==> config.mk <==
export PLATFORM = sky130hd
export DESIGN_NAME = magic_length_frame_deframer_unit
export DESIGN_NICKNAME = d
export VERILOG_FILES = /design/src/mlfd_pkg.sv /design/src/magic_length_frame_deframer_unit.sv /design/src/mlfd_step.sv
export SDC_FILE = /design/constraint.sdc
export NUM_CORES = 1
export LEC_CHECK = 0
export BUFFER_PORTS_ARGS = -buffer_cell sky130_fd_sc_hd__buf_2
export CORE_ASPECT_RATIO = 1.5
export CORE_MARGIN = 10
export CORE_UTILIZATION = 60
export DETAILED_ROUTE_END_ITERATION = 8
export GPL_TIMING_DRIVEN = 0
export PLACE_DENSITY_LB_ADDON = 0.3
export SLEW_MARGIN = 30
export SYNTH_ARGS = -nofsm -noshare
export SYNTH_HDL_FRONTEND = slang
export SYNTH_HIERARCHICAL = 1
export SYNTH_SLANG_ARGS = --single-unit
==> constraint.sdc <==
create_clock -name clock -period 10.52 [get_ports clock]
set_input_delay 2.104 -clock clock [delete_from_list [all_inputs] [get_ports clock]]
set_output_delay 2.104 -clock clock [all_outputs]
set_load 0.1 [all_outputs]
==> src/mlfd_pkg.sv <==
// shared types and constants for the magic-word length-prefixed frame deframer
// used by mlfd_step and magic_length_frame_deframer_unit; no dependencies
package mlfd_pkg;

   localparam int LENGTH_BITS = 24;
   localparam int LEN_W       = 24;
   localparam logic [31:0] LengthCap = 32'((64'd1 << LENGTH_BITS) - 64'd1);

   localparam logic [31:0] MagicReset = 32'h7374_6172;
   localparam logic [23:0] MaxReset   = 24'd153600;

   // configuration register indexes
   localparam logic CSR_MAGIC_WORD = 1'b0;
   localparam logic CSR_MAX_FRAME  = 1'b1;

   typedef enum logic [1:0] {
      EV_NONE    = 2'd0,
      EV_HEADER  = 2'd1,
      EV_PAYLOAD = 2'd2,
      EV_EMPTY   = 2'd3
   } event_type;

   typedef enum logic [5:0] {
      PH_HUNT0   = 6'b000001,
      PH_HUNT1   = 6'b000010,
      PH_HUNT2   = 6'b000100,
      PH_HUNT3   = 6'b001000,
      PH_LENGTH  = 6'b010000,
      PH_PAYLOAD = 6'b100000
   } phase_type;

   typedef struct packed {
      phase_type        phase;
      logic [1:0]       len_count;
      logic [23:0]      len_acc;    // first three length bytes
      logic [LEN_W-1:0] pos;
      logic [LEN_W-1:0] eff_len;
      logic             clamped;
   } state_type;

   typedef struct packed {
      event_type        event_res;
      logic [7:0]       payload_byte;
      logic [LEN_W-1:0] byte_offset;
      logic [LEN_W-1:0] frame_length;
      logic             truncated;
      logic             last;
   } result_type;

endpackage

==> src/magic_length_frame_deframer_unit.sv <==
// top level of the magic-word length-prefixed frame deframer
// depends on mlfd_pkg and mlfd_step
//
// Usage: one received link byte enters per req_ item; every accepted byte
// yields exactly one rsp_ item. Bytes are matched against the four sync bytes
// of the magic word (msb first), then four bytes give a signed little-endian
// length, then that many payload bytes follow with offset and a last flag.
// Event codes: none, header complete, payload byte, empty frame done.
// The result of a byte accepted at one edge is registered and shown at rsp_
// from the next cycle. Throughput is one byte per cycle while rsp_ready is
// high, set by the single register stage after the step logic.
// When the receiver stalls, the result register holds its item and req_ready
// drops until that item is taken; with rsp_ready high bytes stream freely.
// The csr_ port writes magic_word (index 0) or max_frame_bytes (index 1) at
// any edge with csr_write_en high; write only while the block is idle.
// Reset returns to the hunt for the first sync byte, restores the register
// defaults and empties the result register.
module magic_length_frame_deframer_unit import mlfd_pkg::*; (
   input  logic             clock,
   input  logic             reset,
   input  logic             req_valid,
   output logic             req_ready,
   input  logic [7:0]       req_rx_byte,
   output logic             rsp_valid,
   input  logic             rsp_ready,
   output logic [1:0]       rsp_event_res,
   output logic [7:0]       rsp_payload_byte,
   output logic [LEN_W-1:0] rsp_byte_offset,
   output logic [LEN_W-1:0] rsp_frame_length,
   output logic             rsp_truncated,
   output logic             rsp_last,
   input  logic             csr_write_en,
   input  logic             csr_index,
   input  logic [31:0]      csr_wdata
);

   state_type   state_ff, state_in;
   result_type  result_ff, result_in;
   logic        rsp_valid_ff, rsp_valid_in;
   logic [31:0] magic_ff, magic_in;
   logic [23:0] max_ff, max_in;
   logic        accept;

   mlfd_step u_step (
      .cur             (state_ff),
      .rx_byte         (req_rx_byte),
      .magic_word      (magic_ff),
      .max_frame_bytes (max_ff),
      .nxt             (state_in),
      .res             (result_in)
   );

   assign req_ready = !rsp_valid_ff || rsp_ready;
   assign accept    = req_valid && req_ready;

   always_comb begin
      magic_in = magic_ff;
      max_in   = max_ff;
      if (csr_write_en) begin
         unique case (csr_index)
            CSR_MAGIC_WORD: magic_in = csr_wdata;
            CSR_MAX_FRAME:  max_in   = csr_wdata[23:0];
            default:        ;
         endcase
      end
   end

   always_comb begin
      rsp_valid_in = rsp_valid_ff;
      if (accept) begin
         rsp_valid_in = 1'b1;
      end else if (rsp_ready) begin
         rsp_valid_in = 1'b0;
      end
   end

   always_ff @(posedge clock) begin
      if (reset) begin
         state_ff     <= '{phase: PH_HUNT0, len_count: 2'd0, len_acc: '0,
                           pos: '0, eff_len: '0, clamped: 1'b0};
         rsp_valid_ff <= 1'b0;
         magic_ff     <= MagicReset;
         max_ff       <= MaxReset;
      end else begin
         if (accept) begin
            state_ff <= state_in;
         end
         rsp_valid_ff <= rsp_valid_in;
         magic_ff     <= magic_in;
         max_ff       <= max_in;
      end
   end

   // payload register, no reset
   always_ff @(posedge clock) begin
      if (accept) begin
         result_ff <= result_in;
      end
   end

   assign rsp_valid        = rsp_valid_ff;
   assign rsp_event_res    = result_ff.event_res;
   assign rsp_payload_byte = result_ff.payload_byte;
   assign rsp_byte_offset  = result_ff.byte_offset;
   assign rsp_frame_length = result_ff.frame_length;
   assign rsp_truncated    = result_ff.truncated;
   assign rsp_last         = result_ff.last;

`ifndef NO_ASSERTIONS
   a_none_is_zero: assert property (@(posedge clock) disable iff (reset)
      rsp_valid && rsp_event_res == EV_NONE |->
         rsp_payload_byte == 8'd0 && rsp_byte_offset == '0 && rsp_frame_length == '0
         && !rsp_truncated && !rsp_last)
      else $error("none event carries nonzero fields");

   a_last_event: assert property (@(posedge clock) disable iff (reset)
      rsp_valid && rsp_last |-> rsp_event_res == EV_PAYLOAD || rsp_event_res == EV_EMPTY)
      else $error("last flag on wrong event");

   a_offset_in_frame: assert property (@(posedge clock) disable iff (reset)
      rsp_valid && rsp_event_res == EV_PAYLOAD |-> rsp_byte_offset < rsp_frame_length)
      else $error("payload offset beyond frame length");

   a_no_accept_stalled: assert property (@(posedge clock) disable iff (reset)
      rsp_valid && !rsp_ready |-> !req_ready)
      else $error("item accepted while result stalled");

   a_payload_phase_len: assert property (@(posedge clock) disable iff (reset)
      state_ff.phase == PH_PAYLOAD |-> state_ff.eff_len != '0
         && state_ff.pos < state_ff.eff_len)
      else $error("payload phase with bad position");
`endif

endmodule

==> src/mlfd_step.sv <==
// next-state and result logic for one received byte of the deframer
// depends on mlfd_pkg
module mlfd_step import mlfd_pkg::*; (
   input  state_type   cur,
   input  logic [7:0]  rx_byte,
   input  logic [31:0] magic_word,
   input  logic [23:0] max_frame_bytes,
   output state_type   nxt,
   output result_type  res
);

   logic [7:0]  want;
   logic [31:0] full_len;
   logic [31:0] cap;
   logic        clip;
   logic [LEN_W-1:0] clipped_len;
   logic [LEN_W:0]   pos_inc;
   logic        is_last;

   // sync byte expected in the current hunt position, msb first
   always_comb begin
      unique case (cur.phase)
         PH_HUNT1: want = magic_word[23:16];
         PH_HUNT2: want = magic_word[15:8];
         PH_HUNT3: want = magic_word[7:0];
         default:  want = magic_word[31:24];
      endcase
   end

   assign full_len    = {rx_byte, cur.len_acc};
   assign cap         = ({8'd0, max_frame_bytes} < LengthCap) ? {8'd0, max_frame_bytes}
                                                              : LengthCap;
   assign clip        = full_len > cap;
   assign clipped_len = clip ? cap[LEN_W-1:0] : full_len[LEN_W-1:0];
   assign pos_inc     = {1'b0, cur.pos} + {{LEN_W{1'b0}}, 1'b1};
   assign is_last     = pos_inc >= {1'b0, cur.eff_len};

   always_comb begin
      nxt = cur;
      res = '0;
      res.event_res = EV_NONE;
      unique case (cur.phase)
         PH_LENGTH: begin
            if (cur.len_count != 2'd3) begin
               nxt.len_acc   = cur.len_acc | ({16'd0, rx_byte} << {cur.len_count, 3'b000});
               nxt.len_count = cur.len_count + 2'd1;
            end else begin
               nxt.len_count = 2'd0;
               nxt.len_acc   = '0;
               nxt.pos       = '0;
               if (full_len == 32'd0 || full_len[31]) begin
                  // zero or negative length
                  nxt.clamped   = 1'b0;
                  nxt.eff_len   = '0;
                  nxt.phase     = PH_HUNT0;
                  res.event_res = EV_EMPTY;
                  res.last      = 1'b1;
               end else begin
                  nxt.clamped = clip;
                  nxt.eff_len = clipped_len;
                  if (clipped_len == '0) begin
                     nxt.phase     = PH_HUNT0;
                     res.event_res = EV_EMPTY;
                     res.truncated = clip;
                     res.last      = 1'b1;
                  end else begin
                     nxt.phase        = PH_PAYLOAD;
                     res.event_res    = EV_HEADER;
                     res.frame_length = clipped_len;
                     res.truncated    = clip;
                  end
               end
            end
         end
         PH_PAYLOAD: begin
            res.event_res    = EV_PAYLOAD;
            res.payload_byte = rx_byte;
            res.byte_offset  = cur.pos;
            res.frame_length = cur.eff_len;
            res.truncated    = cur.clamped;
            res.last         = is_last;
            if (is_last) begin
               nxt.phase = PH_HUNT0;
               nxt.pos   = '0;
            end else begin
               nxt.pos = pos_inc[LEN_W-1:0];
            end
         end
         default: begin
            // sync hunt; a mismatching byte is not rechecked
            if (rx_byte == want) begin
               unique case (cur.phase)
                  PH_HUNT1: nxt.phase = PH_HUNT2;
                  PH_HUNT2: nxt.phase = PH_HUNT3;
                  PH_HUNT3: begin
                     nxt.phase     = PH_LENGTH;
                     nxt.len_count = 2'd0;
                     nxt.len_acc   = '0;
                  end
                  default:  nxt.phase = PH_HUNT1;
               endcase
            end else begin
               nxt.phase = PH_HUNT0;
            end
         end
      endcase
   end

endmodule

[Word-level counts from Yosys, hierarchy flattened]
Cells that the tools add are included.
Storage, ports and cells
  bits in registers: 198
  input port bits: 46
  output and inout port bits: 62
  logic and storage cells: 80
Cells by class
  add/subtract/negate cells: 2
  $lt $le $gt $ge: 3
  equality and inequality tests: 9
  shift-type cells: 1
  mux-type cells: 30
  bitwise operators: 4
  reductions and logical operators: 16
Operator list (count)
  $mux W26: 4
  $pmux W26 S2: 2
  $mux W24: 4
  $mux W25: 2
  $mux W49: 1
  $pmux W24 S2: 1
  $gt A32 B32 Y1: 1
  $logic_not A32 Y1: 1
  $mux W6: 5
  $add A24 B1 Y25 const B: 1
  $ge A25 B24 Y1: 1
  $logic_not A24 Y1: 1
  $lt A24 B24 Y1 const B: 1
  $or A24 B24 Y24: 1
  $pmux W8 S3: 1
  $shl A8 B5 Y24: 1
  $pmux W5 S3: 1
  $pmux W6 S2: 1
  $reduce_and A3 Y1: 3
  $eq A8 B8 Y1: 1
  $reduce_bool A2 Y1: 4
  $eq A6 B2 Y1 const B: 1
  $eq A6 B3 Y1 const B: 1
  $eq A6 B4 Y1 const B: 1
  other kinds (14): 24

[Depth between registers and ports, before layout]
  word-level depth: 9
  mapped depth: 17
  gate-level depth less buffers: 16

[Cells and area by module]
The synthesis kept the hierarchy.
By module, submodules not included
  magic_length_frame_deframer_unit: instances 1, cells an instance 680, area an instance 8227.9 um^2, seq. area each 4564.4 um^2
  mlfd_step: instances 1, cells an instance 605, area an instance 3937.5 um^2, seq. area each 0.0 um^2

[Worst setup path before layout]
No wires, ideal clock.
  path kind: input to output
  start point: in rsp_ready
  end point: out req_ready
  data arrival time: 2.737 ns
  required time: 8.416 ns
  path slack: 5.679 ns
  stages on the path: 4
  cell sequence: nand2b_4 > buf_12 > buf_12 > buf_12
On the way
  cells in the longest elaborated chain, start to end: 1
RTL lines
  start, declared: RTL line magic_length_frame_deframer_unit.sv:25  | input logic rsp_ready,
  $logic_or A1 B1 Y1: RTL line magic_length_frame_deframer_unit.sv:53  | assign req_ready = !rsp_valid_ff || rsp_ready;
  end, declared: RTL line magic_length_frame_deframer_unit.sv:22  | output logic req_ready,
Every way passes these cells.

[Worst setup path in the final report]
Ends and elaborated chain as after synthesis.

==> impl_metrics.json <==
{
  "status": "complete, no violations",
  "cts_inserted_buffers": 17,
  "dpl.hpwl_um": 27400,
  "antenna_left": 0,
  "required_ns": 8.42,
  "worst-slew-pin-transition_ns": 1.09,
  "drc_errors": 0,
  "netlist_instances": 1285,
  "finalSetupTns_ns": 0,
  "coreArea_um2": 19900,
  "hold_viol": 0,
  "gp_congestion": 0.951,
  "io_pins": 108,
  "die_width_um": 136,
  "place_inst": 1647,
  "top_layer": "met4",
  "synth_ff_type": "dfxtp_1",
  "reg2reg_depth": 17,
  "fillCellCount": 1639,
  "clockBufferDepth": 2,
  "cp_num_buf_inv": 5,
  "syn2layout_area_growth_pct": 11.5,
  "p_leak_nw": 4.90,
  "post_cts_buffers": 0,
  "r2r_slack_ns": 5.58,
  "pre_cts_ws_ns": 5.17,
  "rsz0062_at_grt": "false",
  "cp-end-kind": "output pin",
  "regArea_um2": 4560,
  "yosysMostFrequentCell": "nand2_1",
  "multi_input_area_um2": 6690,
  "synth_top_area_cell": "dfxtp_1",
  "slew_violations": 0,
  "drtIter0Drc": 890,
  "cts_resized": 0,
  "cp_max_fo": 10,
  "synthTopCellsByCount": "nand2_1 (192), dfxtp_1 (138), a21oi_2 (80)",
  "synth_warnings": 6,
  "final-instance-count-excl-fill": 1679,
  "gr-total-overflow": 0,
  "initial_core_util": 0.612,
  "fin_crit_ns": 5.36,
  "min_period_over_period": 0.509,
  "finalSetupViolCount": 0,
  "vias": 10500,
  "cp.arrival_ns": 3.25,
  "ys_ff_latch": 198,
  "drive_gt1_frac": 0.304,
  "cp-start-kind": "primary input",
  "clock_latency_ns": 0.45,
  "path_common_cell": "buf_12",
  "io_buffers": 102,
  "root_buffer": "clkbuf_16",
  "hold_path.startpoint": "magic_ff[6]",
  "drt-vias-per-instance": 6.24,
  "cpPeakStageDelay_ns": 0.45,
  "wl_met3_um": 2110,
  "grt_max_degree": 62,
  "min_path_type": "flop to flop",
  "r2r_end": "state_ff[25]",
  "async_reset_ff_frac": 0,
  "rows": 63,
  "wl_met2_um": 18200,
  "whs_path_depth": 2,
  "track_usage": 0.269,
  "r2r_start": "state_ff[25]",
  "antenna_found_initial": 0,
  "synth_nets": 1381,
  "critical_path.startpoint": "rsp_ready",
  "cts_sinks": 198,
  "power_mw": 1.69,
  "grt_pass1_wl_um": 56100,
  "drt-pass1-iter-count": 6,
  "avgRoutedWirePerCell_um": 21.4,
  "cts_max_level": 4,
  "synth-seq-area-share": 0.375,
  "worstPathCellList": "buf_2 > nand2b_4 > buf_12 > buf_12 > buf_12 > buf_2",
  "nets": 1502,
  "finalClockSkew_ns": 0.0130,
  "synth_area_leaders": "dfxtp_1 (23%), edfxtp_1 (15%), nand3_2 (6.4%)",
  "fp.dieH_um": 194,
  "peakVddDrop_uv": 102,
  "slew_headroom": 0.270,
  "syn_area_um2": 12200,
  "fin_util": 0.683,
  "cap_violations": 0,
  "met1Wirelength_um": 13100,
  "yosysTopAreaCellShare": 0.227,
  "max_freq_mhz": 187,
  "power.density_nw_per_um2": 124,
  "dieArea_um2": 26500,
  "hold_path_end": "magic_ff[6]",
  "tritoncts": "done",
  "ctsHoldBuffers": 0,
  "synthDistinctLibCells": 72,
  "path_clk_slew_ns": 0.07,
  "crit_family": "buffers and inverters",
  "drt-total-wl_um": 35900,
  "critical_path_class": "primary input to output pin",
  "num_antenna_cells": 0,
  "grt_pass1_vias": 10400,
  "setup_slack_ns": 5.16,
  "worst_path_max_delay_cell": "buf_2",
  "synth_area_per_cell_um2": 9.47,
  "synth_edf_count": 60
}
-- metrics by stage --
step / cell area [um^2] / hold WS (ns)
global placement: 13000 / 0.448
global route: 13600 / 0.489
detailed placement: 13000 / 0.454
floorplan: 12200 / 0.432
finish: 13600 / 0.472
CTS: 13600 / 0.473
-- power by group --
group | switching (mW) | internal [mW] | leakage, nW | total [mW]
combinational | 0.173 | 0.0492 | 2.91 | 0.222
clock | 0.312 | 0.332 | 0.267 | 0.644
sequential | 0.0131 | 0.807 | 1.72 | 0.820
-- cell families after synthesis --
logic type	share of synthesized area
compound gates	0.234
xor+xnor	0.0194
fa+ha+maj	0.0514
mux	0.0231
flops	0.375
simple gates	0.222
buf+inv	0.0754
-- how the worst max path moves through the flow --
stage	to	slack (ns)	cells past startpoint
after floorplan	req_ready	5.68	4
after CTS	req_ready	5.17	6
after global placement	req_ready	5.18	6
final	req_ready	5.16	6
after detailed placement	req_ready	5.17	6
after global routing	req_ready	5.14	6
-- tightest hold or removal path, stage by stage (launching register included) --
cell      delay (ns)
dfxtp_1         0.33
nand2_1         0.05
nand3b_1        0.07
-- flip-flops by register name (all words and copies together) (netlist names) --
name / cells
rsp_frame_length: 24
rsp_truncated: 1
rsp_event_res: 2
rsp_valid: 1
rsp_last: 1
magic_ff: 32
state_ff: 81
max_ff: 24
rsp_payload_byte: 8
rsp_byte_offset: 24
-- cell usage in the layout (no fill, tap or decap), drive strengths merged, types with 3 or more instances in the layout --
| master | instances |
|---|---|
| mux2i | 27 |
| nand4 | 17 |
| nor3b | 3 |
| or4 | 3 |
| nand2b | 7 |
| or3 | 3 |
| o21ai | 39 |
| edfxtp | 60 |
| a32o | 23 |
| nor2 | 32 |
| nand3 | 93 |
| o22ai | 48 |
| nor2b | 8 |
| and4 | 6 |
| nor3 | 8 |
| a2111oi | 4 |
| and2 | 32 |
| a211oi | 4 |
| clkinvlp | 5 |
| buf | 160 |
| a21oi | 135 |
| and3 | 16 |
| ha | 50 |
| nand2 | 192 |
| dfxtp | 138 |
| nor4 | 17 |
| nand3b | 22 |
| xor2 | 9 |
| a21bo | 80 |
| a221oi | 4 |
| inv | 62 |
| xnor2 | 18 |
| clkbuf | 59 |
-- layout make-up --
type / count / share of cell area
Multi-Input combinational cell: 932 / 0.493
Sequential cell: 198 / 0.336
Buffer: 100 / 0.0524
Timing Repair Buffer: 102 / 0.0376
Clock buffer: 17 / 0.0313
Tap cell: 260 / 0.0240
Inverter: 55 / 0.0152
Clock inverter: 15 / 0.0105
-- metal layers --
| layer | vias to the layer above | track usage |
|---|---|---|
| met5 | - | 0 |
| met3 | 140 | 0.0509 |
| met2 | 442 | 0.471 |
| li1 | 4903 | - |
| met1 | 4990 | 0.282 |
| met4 | 0 | 0.182 |
(Power assumes the default switching activity.)
